===== config.mk =====
export PLATFORM = sky130hd
export DESIGN_NAME = glyph_coverage_blend
export DESIGN_NICKNAME = d
export VERILOG_FILES = /design/src/design/gcb_pkg.sv /design/src/design/glyph_coverage_blend.sv /design/src/design/gcb_locate.sv /design/src/design/gcb_blend.sv
export SDC_FILE = /design/constraint.sdc
export NUM_CORES = 2
export LEC_CHECK = 0
export ABC_AREA = 1
export BUFFER_PORTS_ARGS = -buffer_cell sky130_fd_sc_hd__buf_2
export CAP_MARGIN = 20
export CORE_AREA = 2 2 288 290
export CTS_CLUSTER_DIAMETER = 100
export DETAILED_ROUTE_END_ITERATION = 10
export DIE_AREA = 0 0 290 292
export PLACE_DENSITY = 0.62
export SYNTH_ARGS = -nofsm -noshare
export SYNTH_HDL_FRONTEND = slang
export SYNTH_SLANG_ARGS = --single-unit

===== constraint.sdc =====
create_clock -name clock -period 16.6 [get_ports clock]
set_input_delay 0 -clock clock [delete_from_list [all_inputs] [get_ports clock]]
set_output_delay 0 -clock clock [all_outputs]
set_load 0.05 [all_outputs]

===== src/design/gcb_pkg.sv =====
// Shared constants, register codes and the gamma lookup contents of the glyph blender.
package gcb_pkg;

   localparam int DEFAULT_MAX_PITCH = 4096;
   localparam int DEFAULT_MAX_GLYPH = 256;

   localparam int COV_W       = 8;
   localparam int CH_W        = 8;
   localparam int CHANNELS    = 3;
   localparam int RGB_W       = CH_W * CHANNELS;
   localparam int PIXEL_W     = 32;
   localparam int ADDR_W      = 24;
   localparam int SIZE_W      = 13;
   localparam int GSIZE_W     = 9;
   localparam int BLEND_W     = 2 * CH_W;
   localparam int CSR_INDEX_W = 3;
   localparam int CSR_DATA_W  = 32;

   localparam logic [COV_W-1:0] COV_EMPTY    = 8'h00;
   localparam logic [COV_W-1:0] COV_FULL     = 8'hff;
   localparam logic [CH_W-1:0]  CH_MAX       = 8'hff;
   localparam logic [CH_W-1:0]  ALPHA_OPAQUE = 8'hff;

   localparam logic [SIZE_W-1:0]  LINE_PITCH_RESET    = 13'd1024;
   localparam logic [SIZE_W-1:0]  BUFFER_HEIGHT_RESET = 13'd768;
   localparam logic [GSIZE_W-1:0] GLYPH_SIZE_RESET    = 9'd1;

   typedef enum logic [CSR_INDEX_W-1:0] {
      CSR_FG_COLOR      = 3'd0,
      CSR_BG_COLOR      = 3'd1,
      CSR_LINE_PITCH    = 3'd2,
      CSR_BUFFER_HEIGHT = 3'd3,
      CSR_ORIGIN_X      = 3'd4,
      CSR_ORIGIN_Y      = 3'd5,
      CSR_GLYPH_WIDTH   = 3'd6,
      CSR_GLYPH_ROWS    = 3'd7
   } csr_index_type;

   // Placement of the current coverage byte within the glyph and the buffer.
   typedef struct packed {
      logic in_bounds;
      logic last;
   } place_type;

   typedef logic [CH_W-1:0] gamma_table_type [256];

   // Step sizes of the gamma curve in sixteenths, one per group of 16 codes.
   localparam int GAMMA_CURVE [16] = '{5, 6, 7, 8, 9, 10, 11, 12,
                                      14, 16, 18, 20, 23, 27, 32, 39};

   // Walks down from the top code, subtracting the curve step of each group.
   function automatic gamma_table_type build_gamma();
      gamma_table_type rom;
      int acc;
      acc = 4088;
      for (int i = 255; i >= 0; i--) begin
         rom[i] = CH_W'(acc >> 4);
         acc = acc - GAMMA_CURVE[(255 - i) >> 4];
      end
      return rom;
   endfunction

   localparam gamma_table_type GAMMA_ROM = build_gamma();

endpackage


===== src/design/glyph_coverage_blend.sv =====
// Top level of the glyph blender: configuration registers and the three-stage pixel pipeline.
//
// Coverage bytes of one glyph enter on the req_ channel in row-major order,
// one per beat. Every beat produces exactly one beat on the rsp_ channel: a
// framebuffer write (rsp_write_enable high, with word address and ARGB value)
// or a no-write beat whose address and value are zero. rsp_last marks the
// glyph's final byte. Writes are suppressed for a glyph that does not fit
// inside the buffer; the position counters still advance.
// An accepted request beat is registered through the stages (gamma lookup,
// address multiply plus channel products, rounding divide) to its response
// beat; throughput is one beat per cycle while rsp_stall is low.
// The csr_ port writes one register per cycle at csr_index; it is to be used only
// while the pipeline is empty; the block itself does not enforce this.
// Reset clears the pipeline, the glyph counters and the registers to their
// defaults (pitch 1024, height 768, glyph 1 by 1, colors and origin zero).
// When rsp_stall is high the output holds; empty stages upstream keep
// filling, and req_stall rises only once every stage is occupied.
module glyph_coverage_blend #(
   parameter int MAX_PITCH = gcb_pkg::DEFAULT_MAX_PITCH,
   parameter int MAX_GLYPH = gcb_pkg::DEFAULT_MAX_GLYPH
) (
   input  logic                             clock,
   input  logic                             reset,
   input  logic                             req_valid,
   output logic                             req_stall,
   input  logic [gcb_pkg::COV_W-1:0]        req_coverage,
   output logic                             rsp_valid,
   input  logic                             rsp_stall,
   output logic                             rsp_write_enable,
   output logic [gcb_pkg::ADDR_W-1:0]       rsp_pixel_address,
   output logic [gcb_pkg::PIXEL_W-1:0]      rsp_pixel_value,
   output logic                             rsp_last,
   input  logic                             csr_write,
   input  logic [gcb_pkg::CSR_INDEX_W-1:0]  csr_index,
   input  logic [gcb_pkg::CSR_DATA_W-1:0]   csr_data
);
   import gcb_pkg::*;

   localparam int PITCH_W = $clog2(MAX_PITCH + 1);
   localparam int POS_W   = $clog2(MAX_PITCH + MAX_GLYPH);
   localparam int LINE_W  = POS_W + PITCH_W;
   localparam int SUM_W   = ((LINE_W > ADDR_W) ? LINE_W : ADDR_W) + 1;

   // Configuration registers.
   logic [PIXEL_W-1:0] fg_color_ff, fg_color_in;
   logic [RGB_W-1:0]   bg_color_ff, bg_color_in;
   logic [SIZE_W-1:0]  line_pitch_ff, line_pitch_in;
   logic [SIZE_W-1:0]  buffer_height_ff, buffer_height_in;
   logic [SIZE_W-1:0]  origin_x_ff, origin_x_in;
   logic [SIZE_W-1:0]  origin_y_ff, origin_y_in;
   logic [GSIZE_W-1:0] glyph_width_ff, glyph_width_in;
   logic [GSIZE_W-1:0] glyph_rows_ff, glyph_rows_in;

   // Pipeline control.
   logic s1_valid_ff, s1_valid_in;
   logic s2_valid_ff, s2_valid_in;
   logic s3_valid_ff, s3_valid_in;
   logic s1_ready, s2_ready, s3_ready;
   logic accept, load_s2, load_s3;

   // Stage payloads.
   logic               s1_write_ff, s1_full_ff, s1_last_ff;
   logic [CH_W-1:0]    s1_gamma_ff;
   logic [POS_W-1:0]   s1_row_ff, s1_col_ff;
   logic               s2_write_ff, s2_full_ff, s2_last_ff;
   logic [ADDR_W-1:0]  s2_address_ff, s2_address_in;
   logic               s3_write_ff, s3_last_ff;
   logic [ADDR_W-1:0]  s3_address_ff, s3_address_in;
   logic [PIXEL_W-1:0] s3_value_ff, s3_value_in;

   logic [PITCH_W-1:0] pitch;
   logic [POS_W-1:0]   row_pos, col_pos;
   place_type          place;
   logic [LINE_W-1:0]  line_base;
   logic [SUM_W-1:0]   address_sum;
   logic [RGB_W-1:0]   blend_rgb;

   always_comb begin
      fg_color_in      = fg_color_ff;
      bg_color_in      = bg_color_ff;
      line_pitch_in    = line_pitch_ff;
      buffer_height_in = buffer_height_ff;
      origin_x_in      = origin_x_ff;
      origin_y_in      = origin_y_ff;
      glyph_width_in   = glyph_width_ff;
      glyph_rows_in    = glyph_rows_ff;
      if (csr_write) begin
         unique case (csr_index_type'(csr_index))
            CSR_FG_COLOR:      fg_color_in      = csr_data;
            CSR_BG_COLOR:      bg_color_in      = csr_data[RGB_W-1:0];
            CSR_LINE_PITCH:    line_pitch_in    = csr_data[SIZE_W-1:0];
            CSR_BUFFER_HEIGHT: buffer_height_in = csr_data[SIZE_W-1:0];
            CSR_ORIGIN_X:      origin_x_in      = csr_data[SIZE_W-1:0];
            CSR_ORIGIN_Y:      origin_y_in      = csr_data[SIZE_W-1:0];
            CSR_GLYPH_WIDTH:   glyph_width_in   = csr_data[GSIZE_W-1:0];
            CSR_GLYPH_ROWS:    glyph_rows_in    = csr_data[GSIZE_W-1:0];
            default: ;
         endcase
      end
   end

   always_ff @(posedge clock) begin
      if (reset) begin
         fg_color_ff      <= '0;
         bg_color_ff      <= '0;
         line_pitch_ff    <= LINE_PITCH_RESET;
         buffer_height_ff <= BUFFER_HEIGHT_RESET;
         origin_x_ff      <= '0;
         origin_y_ff      <= '0;
         glyph_width_ff   <= GLYPH_SIZE_RESET;
         glyph_rows_ff    <= GLYPH_SIZE_RESET;
      end else begin
         fg_color_ff      <= fg_color_in;
         bg_color_ff      <= bg_color_in;
         line_pitch_ff    <= line_pitch_in;
         buffer_height_ff <= buffer_height_in;
         origin_x_ff      <= origin_x_in;
         origin_y_ff      <= origin_y_in;
         glyph_width_ff   <= glyph_width_in;
         glyph_rows_ff    <= glyph_rows_in;
      end
   end

   // A stage can take a new beat when it is empty or its content moves on.
   assign s3_ready  = !s3_valid_ff || !rsp_stall;
   assign s2_ready  = !s2_valid_ff || s3_ready;
   assign s1_ready  = !s1_valid_ff || s2_ready;
   assign req_stall = !s1_ready;
   assign accept    = req_valid && s1_ready;
   assign load_s2   = s1_valid_ff && s2_ready;
   assign load_s3   = s2_valid_ff && s3_ready;

   assign s1_valid_in = s1_ready ? req_valid : s1_valid_ff;
   assign s2_valid_in = s2_ready ? s1_valid_ff : s2_valid_ff;
   assign s3_valid_in = s3_ready ? s2_valid_ff : s3_valid_ff;

   always_ff @(posedge clock) begin
      if (reset) begin
         s1_valid_ff <= 1'b0;
         s2_valid_ff <= 1'b0;
         s3_valid_ff <= 1'b0;
      end else begin
         s1_valid_ff <= s1_valid_in;
         s2_valid_ff <= s2_valid_in;
         s3_valid_ff <= s3_valid_in;
      end
   end

   gcb_locate #(
      .MAX_PITCH (MAX_PITCH),
      .MAX_GLYPH (MAX_GLYPH)
   ) u_locate (
      .clock         (clock),
      .reset         (reset),
      .advance       (accept),
      .line_pitch    (line_pitch_ff),
      .buffer_height (buffer_height_ff),
      .origin_x      (origin_x_ff),
      .origin_y      (origin_y_ff),
      .glyph_width   (glyph_width_ff),
      .glyph_rows    (glyph_rows_ff),
      .pitch         (pitch),
      .row_pos       (row_pos),
      .col_pos       (col_pos),
      .place         (place)
   );

   // Stage 1: classify the coverage and look up its gamma value.
   always_ff @(posedge clock) begin
      if (accept) begin
         s1_write_ff <= place.in_bounds && (req_coverage != COV_EMPTY);
         s1_full_ff  <= req_coverage == COV_FULL;
         s1_last_ff  <= place.last;
         s1_gamma_ff <= GAMMA_ROM[req_coverage];
         s1_row_ff   <= row_pos;
         s1_col_ff   <= col_pos;
      end
   end

   // Stage 2: word address and the channel products.
   assign line_base     = LINE_W'(s1_row_ff) * LINE_W'(pitch);
   assign address_sum   = SUM_W'(line_base) + SUM_W'(s1_col_ff);
   assign s2_address_in = address_sum[ADDR_W-1:0];

   always_ff @(posedge clock) begin
      if (load_s2) begin
         s2_write_ff   <= s1_write_ff;
         s2_full_ff    <= s1_full_ff;
         s2_last_ff    <= s1_last_ff;
         s2_address_ff <= s2_address_in;
      end
   end

   gcb_blend u_blend (
      .clock  (clock),
      .load   (load_s2),
      .gamma  (s1_gamma_ff),
      .fg_rgb (fg_color_ff[RGB_W-1:0]),
      .bg_rgb (bg_color_ff),
      .rgb    (blend_rgb)
   );

   // Stage 3: output register; a beat without a write carries zeros.
   assign s3_address_in = s2_write_ff ? s2_address_ff : '0;
   assign s3_value_in   = !s2_write_ff ? '0 :
                          s2_full_ff ? fg_color_ff : {ALPHA_OPAQUE, blend_rgb};

   always_ff @(posedge clock) begin
      if (load_s3) begin
         s3_write_ff   <= s2_write_ff;
         s3_last_ff    <= s2_last_ff;
         s3_address_ff <= s3_address_in;
         s3_value_ff   <= s3_value_in;
      end
   end

   assign rsp_valid         = s3_valid_ff;
   assign rsp_write_enable  = s3_write_ff;
   assign rsp_pixel_address = s3_address_ff;
   assign rsp_pixel_value   = s3_value_ff;
   assign rsp_last          = s3_last_ff;

endmodule


===== src/design/gcb_locate.sv =====
// Glyph column and row counters, size clamping and the buffer bounds check.
module gcb_locate #(
   parameter int MAX_PITCH = gcb_pkg::DEFAULT_MAX_PITCH,
   parameter int MAX_GLYPH = gcb_pkg::DEFAULT_MAX_GLYPH
) (
   input  logic                                        clock,
   input  logic                                        reset,
   input  logic                                        advance,
   input  logic [gcb_pkg::SIZE_W-1:0]                  line_pitch,
   input  logic [gcb_pkg::SIZE_W-1:0]                  buffer_height,
   input  logic [gcb_pkg::SIZE_W-1:0]                  origin_x,
   input  logic [gcb_pkg::SIZE_W-1:0]                  origin_y,
   input  logic [gcb_pkg::GSIZE_W-1:0]                 glyph_width,
   input  logic [gcb_pkg::GSIZE_W-1:0]                 glyph_rows,
   output logic [$clog2(MAX_PITCH + 1)-1:0]            pitch,
   output logic [$clog2(MAX_PITCH + MAX_GLYPH)-1:0]    row_pos,
   output logic [$clog2(MAX_PITCH + MAX_GLYPH)-1:0]    col_pos,
   output gcb_pkg::place_type                          place
);
   import gcb_pkg::*;

   localparam int PITCH_W = $clog2(MAX_PITCH + 1);
   // Counters left over from a larger glyph can carry a position past the pitch.
   localparam int POS_W   = $clog2(MAX_PITCH + MAX_GLYPH);
   localparam int GLYPH_W = $clog2(MAX_GLYPH + 1);
   localparam int CNT_W   = $clog2(MAX_GLYPH);
   localparam int PC_W    = (PITCH_W > SIZE_W) ? PITCH_W : SIZE_W;
   localparam int GC_W    = (GLYPH_W > GSIZE_W) ? GLYPH_W : GSIZE_W;
   localparam int BND_W   = ((PC_W > GC_W) ? PC_W : GC_W) + 1;
   localparam int OFS_W   = ((SIZE_W > CNT_W) ? SIZE_W : CNT_W) + 1;

   logic [CNT_W-1:0]   col_ff, col_in;
   logic [CNT_W-1:0]   row_ff, row_in;
   logic [PC_W-1:0]    pitch_wide, height_wide;
   logic [PITCH_W-1:0] height;
   logic [GC_W-1:0]    width_wide, rows_wide;
   logic [GC_W-1:0]    gw, gr;
   logic [SIZE_W-2:0]  ox_mag, oy_mag;
   logic [BND_W-1:0]   x_end, y_end;
   logic [OFS_W-1:0]   x_sum, y_sum;
   logic               col_last, row_last;

   assign pitch_wide  = PC_W'(line_pitch);
   assign height_wide = PC_W'(buffer_height);
   assign width_wide  = GC_W'(glyph_width);
   assign rows_wide   = GC_W'(glyph_rows);

   // A size of zero counts as one; larger sizes saturate at the configured maximum.
   assign pitch  = (pitch_wide == '0) ? PITCH_W'(1) :
                   (pitch_wide > PC_W'(MAX_PITCH)) ? PITCH_W'(MAX_PITCH) :
                   PITCH_W'(pitch_wide);
   assign height = (height_wide == '0) ? PITCH_W'(1) :
                   (height_wide > PC_W'(MAX_PITCH)) ? PITCH_W'(MAX_PITCH) :
                   PITCH_W'(height_wide);
   assign gw     = (width_wide == '0) ? GC_W'(1) :
                   (width_wide > GC_W'(MAX_GLYPH)) ? GC_W'(MAX_GLYPH) : width_wide;
   assign gr     = (rows_wide == '0) ? GC_W'(1) :
                   (rows_wide > GC_W'(MAX_GLYPH)) ? GC_W'(MAX_GLYPH) : rows_wide;

   assign ox_mag = origin_x[SIZE_W-2:0];
   assign oy_mag = origin_y[SIZE_W-2:0];
   assign x_end  = BND_W'(ox_mag) + BND_W'(gw);
   assign y_end  = BND_W'(oy_mag) + BND_W'(gr);

   assign place.in_bounds = !origin_x[SIZE_W-1] && !origin_y[SIZE_W-1] &&
                            (x_end <= BND_W'(pitch)) && (y_end <= BND_W'(height));

   // A counter at or past its final position, after a size change, still wraps.
   assign col_last   = (GC_W'(col_ff) + GC_W'(1)) >= gw;
   assign row_last   = (GC_W'(row_ff) + GC_W'(1)) >= gr;
   assign place.last = col_last && row_last;

   assign x_sum   = OFS_W'(ox_mag) + OFS_W'(col_ff);
   assign y_sum   = OFS_W'(oy_mag) + OFS_W'(row_ff);
   assign col_pos = POS_W'(x_sum);
   assign row_pos = POS_W'(y_sum);

   always_comb begin
      col_in = col_ff;
      row_in = row_ff;
      if (advance) begin
         if (col_last) begin
            col_in = '0;
            row_in = row_last ? '0 : row_ff + CNT_W'(1);
         end else begin
            col_in = col_ff + CNT_W'(1);
         end
      end
   end

   always_ff @(posedge clock) begin
      if (reset) begin
         col_ff <= '0;
         row_ff <= '0;
      end else begin
         col_ff <= col_in;
         row_ff <= row_in;
      end
   end

endmodule


===== src/design/gcb_blend.sv =====
// Per-channel gamma blend of foreground over background with rounded divide by 255.
module gcb_blend (
   input  logic                        clock,
   input  logic                        load,
   input  logic [gcb_pkg::CH_W-1:0]    gamma,
   input  logic [gcb_pkg::RGB_W-1:0]   fg_rgb,
   input  logic [gcb_pkg::RGB_W-1:0]   bg_rgb,
   output logic [gcb_pkg::RGB_W-1:0]   rgb
);
   import gcb_pkg::*;

   logic [BLEND_W-1:0] sum_ff [CHANNELS];
   logic [BLEND_W-1:0] sum_in [CHANNELS];
   logic [CH_W-1:0]    inv_gamma;

   assign inv_gamma = CH_MAX - gamma;

   for (genvar c = 0; c < CHANNELS; c++) begin : g_lane
      logic [BLEND_W-1:0] fg_term, bg_term;
      logic [BLEND_W:0]   rounded, scaled;

      assign fg_term   = BLEND_W'(gamma) * BLEND_W'(fg_rgb[CH_W*c +: CH_W]);
      assign bg_term   = BLEND_W'(inv_gamma) * BLEND_W'(bg_rgb[CH_W*c +: CH_W]);
      assign sum_in[c] = fg_term + bg_term;

      always_ff @(posedge clock) begin
         if (load) begin
            sum_ff[c] <= sum_in[c];
         end
      end

      // Rounded n/255 is floor((n + 127) / 255); with y = n + 128 that is
      // (y + y/256) / 256, exact over the whole 16-bit range.
      assign rounded = (BLEND_W + 1)'(sum_ff[c]) + (BLEND_W + 1)'(128);
      assign scaled  = rounded + (rounded >> 8);
      assign rgb[CH_W*c +: CH_W] = scaled[2*CH_W-1:CH_W];
   end

endmodule

# ---- Word-level counts from Yosys, hierarchy flattened
# Memory sizes are Yosys's and may differ from the RTL's. A register that Yosys moved wholly into a read port is not among the register bits.
# Index checks and enable logic that the tools add are counted.
dict set report word_totals {
  out_inout_bits 60
  in_bits 48
  register_bits 259
  elab_cells 117
  mem_bits_ro 2048
  n_memories 2
  ram_bits 48
}
# memory words width rd rd_ports_with_merged_regs wr line_no
set memory_table {}
lappend memory_table {{(name not given)} 256 8 1 1 0 glyph_coverage_blend.sv:174} ;# s1_gamma_ff <= GAMMA_ROM[req_coverage];
lappend memory_table {u_blend.sum_ff 3 16 3 0 3 gcb_blend.sv:12} ;# logic [BLEND_W-1:0] sum_ff [CHANNELS];
dict set report classes {
  eq_ne 8
  multipliers 7
  addsub 19
  magnitude_cmp 8
  n_bitwise 1
  muxes 13
  n_reduce_logical 33
}
# operator count
set ops {}
lappend ops {{$mul A8 B8 Y16} 6}
lappend ops {{$mux W13} 4}
lappend ops {{$add A16 B8 Y17 const B} 3}
lappend ops {{$add A16 B16 Y16} 3}
lappend ops {{$add A16 B9 Y16} 3}
lappend ops {{$mux W9} 4}
lappend ops {{$mux W32} 1}
lappend ops {{$le A14 B13 Y1} 2}
lappend ops {{$add A12 B8 Y13} 2}
lappend ops {{$add A12 B9 Y13} 2}
lappend ops {{$gt A13 B13 Y1 const B} 2}
lappend ops {{$logic_not A13 Y1} 2}
lappend ops {{$add A24 B13 Y24} 1}
lappend ops {{$mul A13 B13 Y24} 1}
lappend ops {{$add A8 B1 Y9 const B} 2}
lappend ops {{$ge A9 B9 Y1} 2}
lappend ops {{$gt A9 B9 Y1 const B} 2}
lappend ops {{$logic_not A9 Y1} 2}
lappend ops {{$reduce_and A2 Y1} 9}
lappend ops {{$add A8 B1 Y8 const B} 2}
lappend ops {{$mux W8} 2}
lappend ops {{$eq A3 B3 Y1 const B} 4}
lappend ops {{$not A8 Y9} 1}
lappend ops {{$eq A8 B8 Y1 const B} 1}
lappend ops {{9 further kinds} 26}

# ---- Depth between registers and ports, before layout
dict set report depth {
  ltp_word 8
  mapped_depth 33
  depth_no_buf 32
}

# ---- Hierarchy
# Synthesis repeated with hierarchy kept, for this count alone.
dict set report unflattened {
  cells_unflattened 4856
  area_unflattened_um2 37249.5
}
# mod area_each_um2 seq_area_each_um2 cells_per_inst n_inst
set modules_own_cells {}
lappend modules_own_cells {glyph_coverage_blend 16824.9 6246.0 2116 1}
lappend modules_own_cells {gcb_blend 16326.9 1441.4 2078 1}
lappend modules_own_cells {gcb_locate 4097.7 320.3 662 1}

# ---- Least setup slack after synthesis
# Ideal clock, no wire load.
dict set report synth_timing {
  path_type {register -> register}
  from {register line_pitch_ff[7]}
  to {register s2_address_ff[13], data pin}
  required_ns 16.338
  setup_time_ns 0.262
  path_stages_with_launch 28
  n_path_buf 1
  path_slack_ns 10.929
  synth_period_minus_slack_ns 5.671
  arrival_time_ns 5.409
  cell_sequence {dfxtp_1 > inv_2 > nand4_1 > nor2_1 > nand2_1 > nand2_1 > inv_2 > nor2_1 > inv_1 > buf_2 > nor2_1 > fa_1 > inv_1 > fa_1 > inv_1 > fa_1 > inv_1 > fa_1 > inv_1 > fa_1 > fa_1 > ha_1 > a21o_1 > nor2_1 > nand2_1 > a21oi_1 > o21ai_1 > xor2_1}
}
dict set report synth_via {
  elab_chain_len 5
  elab_cells_between_ends 6
  cone_classes {add/sub: 1; mul: 1; order compare: 1; mux: 2; reduce/logical: 1}
}
# element line_no
set synth_rtl {}
lappend synth_rtl {{start, declared} glyph_coverage_blend.sv:47} ;# logic [SIZE_W-1:0] line_pitch_ff, line_pitch_in;
lappend synth_rtl {{start signal, assigned} glyph_coverage_blend.sv:115} ;# line_pitch_ff <= line_pitch_in;
lappend synth_rtl {{$gt A13 B13 Y1} gcb_locate.sv:50} ;# (pitch_wide > PC_W'(MAX_PITCH)) ? PITCH_W'(MAX_PITCH) :
lappend synth_rtl {{$mux W13} gcb_locate.sv:50}
lappend synth_rtl {{$mux W13 (*)} gcb_locate.sv:49} ;# assign pitch = (pitch_wide == '0) ? PITCH_W'(1) :
lappend synth_rtl {{$mul A13 B13 Y24 (*)} glyph_coverage_blend.sv:181} ;# assign line_base = LINE_W'(s1_row_ff) * LINE_W'(pitch);
lappend synth_rtl {{$add A24 B13 Y24 (*)} glyph_coverage_blend.sv:182} ;# assign address_sum = SUM_W'(line_base) + SUM_W'(s1_col_ff);
lappend synth_rtl {{net address_sum[13]} glyph_coverage_blend.sv:75} ;# logic [SUM_W-1:0] address_sum;
lappend synth_rtl {{end signal, assigned} glyph_coverage_blend.sv:190} ;# s2_address_ff <= s2_address_in;
lappend synth_rtl {{end, declared} glyph_coverage_blend.sv:66} ;# logic [ADDR_W-1:0] s2_address_ff, s2_address_in;
# The timed path passes the listed nets; every way through them passes the cells marked *.
# A chain may end at the register's enable or synchronous reset.

# ---- Worst setup path after layout
dict set report layout_timing {
  from {register line_pitch_ff[8]}
  to {register s2_address_ff[20], data pin}
}
# Same word-level chain as after synthesis.

==> impl_metrics.csv <==
group,metric,value,unit
clock_network,cts-root-buf,"clkbuf_16",
timing,slew_viol_final,0,
timing,fin_skew,0.03389,ns
logic_synthesis,synth_top_area_cell,"fa_1",
global_routing,grt-ovfl-total,0,
place,dp_hpwl,74.36,mm
power_and_ir_drop,combPwrFrac,28.5,%
power_and_ir_drop,pwr-share-seq,33.8,%
floorplanning,initial_core_util,44.54,%
floorplanning,die_h,292,um
logic_synthesis,syn-cell-area,36340,um^2
layout,final_nets,5523,
worst_setup_path,cp.arrival,6.93,ns
drt,initialDrtViolationCount,2026,
logic_synthesis,synth_cells,4589,
logic_synthesis,syn_area_per_cell,7.919,um^2
worst_setup_path,cp.required,16.95,ns
clock_network,tritoncts,"done",
drt,route.detailed.drc,0,
power_and_ir_drop,p_leak,0.02083,uW
worst_setup_path,ff2ff_path_depth,22,
floorplanning,fp.dieArea,84680,um^2
drt,ant_nets,0,
clock_network,worstSkewPairLatency,0.61,ns
timing,finalCriticalPeriod,6.581,ns
floorplanning,rows,105,
layout,drive_gt1_share,5.230,%
floorplanning,coreArea,81580,um^2
clock_network,htreeDepth,2,
global_routing,grt_pass1_vias,29730,
logic_synthesis,yosysMostFrequentCell,"inv_1",
worst_setup_path,path_class,"flip-flop to flip-flop",
timing,worst_pin_slew,0.9620,ns
clock_network,numCtsBuffers,44,
drt,wl_per_cell,16.92,um
power_and_ir_drop,vdd_ir_drop_max,0.00006859,V
clock_network,cts_buffer_depth,3,
worst_setup_path,cp-start-kind,"flip-flop",
clock_network,clk_pin_slew_worst_paths,0.06,ns
power_and_ir_drop,power.switching,966.1,uW
layout,final_area,39890,um^2
logic_synthesis,ys.flop_type,"edfxtp_1",
power_and_ir_drop,power_density,68.56,nW/um^2
hold_path,hold_class,"primary input to flip-flop",
timing,rsz0062_at_grt,"false",
logic_synthesis,synth_edf_count,170,
clock_network,cts.sinks,315,
worst_setup_path,r2r_slack,10.02,ns
place,portBuffers,107,
logic_synthesis,ys_ff_latch,315,
run_status,status,"complete, no violations",
logic_synthesis,synth_top_area_share,23.19,%
logic_synthesis,ys_top_cells_by_area,"fa_1 23%, edfxtp_1 14%, ha_1 13%",
logic_synthesis,async_reset_ff_share,0,%
power_and_ir_drop,p_clk_share,37.7,%
global_routing,grt_pass1_wl,160.3,mm
place,placed_cell_area,37810,um^2
logic_synthesis,synth_common_cells,"930 x inv_1, 861 x nand2_1, 615 x nor2_1",
drt,num_vias,29600,
timing,whs,0.1096,ns
timing,maxSlewHeadroom,35.87,%
logic_synthesis,yosysWarnings,0,
global_routing,antenna_found_initial,4,
floorplanning,boundaryPins,108,
logic_synthesis,ys_types,56,
logic_synthesis,yosysSeqAreaShare,22.04,%
place,place.gp.congestion,0.9274,
power_and_ir_drop,switching_share,35.33,%
drt,totalWireLength,97.73,mm
hold_path,hold-path-cell-count,5,
run,drv_cap,0,
drt,first_pass_iters,6,
global_routing,grt_max_degree,97,
timing,setup_tns,0,ns
timing,setup_violations,0,
timing,finalHoldViolCount,0,
global_routing,track_usage,23.65,%
timing,fmax,152.0,MHz
floorplanning,die_w,290,um
power_and_ir_drop,intPower,1769,uW
worst_setup_path,path_max_fanout,11,
drt,viasPerCell,5.125,
timing,period_share,39.64,%
layout,area_growth,9.765,%
worst_setup_path,end_kind,"flip-flop",
## cells in the final DEF (no fill, tap or decap), types with 6 or more instances in the layout
master	count
a21o_1	14
a21oi_1	210
a31oi_1	8
buf_2	107
buf_4	18
clkbuf_16	46
clkinv_1	10
clkinv_2	9
dfxtp_1	145
dlygate4sd3_1	49
edfxtp_1	170
fa_1	421
ha_1	385
inv_1	926
inv_2	8
nand2_1	861
nand2_2	8
nand3_1	140
nand3b_1	7
nand4_1	41
nor2_1	614
nor2_2	10
nor2_4	8
nor3_1	14
nor4_1	11
o211ai_1	13
o21a_1	8
o21ai_0	218
o21ai_1	11
o21bai_1	6
xnor2_1	38
xor2_1	95
## critical path: stages (launching register included)
cell and delay [ns]:
dfxtp_1 0.32, nor4_1 0.34, nand2_1 0.11, nand2_1 0.15
inv_2 0.10, nor2_1 0.68, nand2_1 0.19, fa_1 0.62
fa_1 0.45, fa_1 0.54, inv_1 0.05, fa_1 0.45
fa_1 0.49, inv_1 0.04, fa_1 0.47, inv_1 0.04
ha_1 0.34, a21oi_1 0.24, a21boi_0 0.33, nand2_1 0.10
nand2_1 0.07, nand3_1 0.08, xor2_1 0.14
## metrics by stage
step	power [uW]	setup WS (ns)	instances	utilization, %
after floorplan	1487	10.93	4591	-
after global placement	1700	10.23	5644	46.34
after global routing	2909	9.678	5774	48.89
after detailed placement	1705	10.17	5644	46.34
final	2735	10.02	5775	48.89
after CTS	2760	10.10	5774	48.89
## timing repair
| item | CTS | global route |
|---|---|---|
| buffers inserted | 0 | 0 |
| hold endpoints to repair | 160 | 0 |
| hold buffers | 49 | 0 |
| gates resized for setup | 0 | 0 |
## routing by layer
layer,wire [um],vias up,track usage [%]
li1,-,14370,-
met1,45220,14180,33.99
met2,42800,905,37.15
met3,7000,137,3.517
met4,2584,6,6.339
met5,124,-,0.8508
## logic make-up (layout without fill, tap and decap cells)
| kind of cell | Yosys count | after routing | synth area share, % |
|---|---|---|---|
| compound gates | 524 | 524 | 7.826 |
| xor+xnor | 133 | 133 | 3.205 |
| fa+ha+maj | 806 | 806 | 36.45 |
| buf+inv | 1087 | 1200 | 11.34 |
| flops | 315 | 315 | 22.04 |
| other cells | 1 | 4 | 0.01032 |
| simple gates | 1723 | 1723 | 19.14 |
## layout make-up
type | count | area [um^2]
fillers | 8006 | 41700
multi-input cells | 3189 | 24240
flip-flops and latches | 315 | 8008
inverters | 945 | 3550
well taps | 1070 | 1339
clock buffers | 56 | 1239
repair buffers | 174 | 1161
clock inverters | 25 | 346.6
diodes | 1 | 2.502
## worst paths after layout
kind                                       start                end
worst max-delay path            line_pitch_ff[8]  s2_address_ff[20]
worst min-delay path             req_coverage[0]     s1_gamma_ff[0]
worst max register to register  line_pitch_ff[8]  s2_address_ff[20]
worst min register to register       s1_write_ff        s2_write_ff
## registers in the layout, indices dropped and copies added, names as in the netlist, 8 cells and up
register / count
u_blend.sum_ff: 48
fg_color_ff: 32
rsp_pixel_value: 32
bg_color_ff: 24
rsp_pixel_address: 24
s2_address_ff: 24
buffer_height_ff: 13
line_pitch_ff: 13
origin_x_ff: 13
origin_y_ff: 13
s1_col_ff: 13
s1_row_ff: 13
glyph_rows_ff: 9
glyph_width_ff: 9
s1_gamma_ff: 8
u_locate.col_ff: 8
u_locate.row_ff: 8
## power groups by stage
| stage | clock network [uW] | logic (uW) | registers [uW] |
|---|---|---|---|
| finish | 1030 | 780 | 924 |
| global route | 1090 | 892 | 929 |
| CTS | 1060 | 781 | 924 |
| detailed placement | 0 | 765 | 940 |
| global placement | 0 | 760 | 940 |
| floorplan | 0 | 549 | 938 |
No activity file was read; power rests on OpenSTA's default activity.
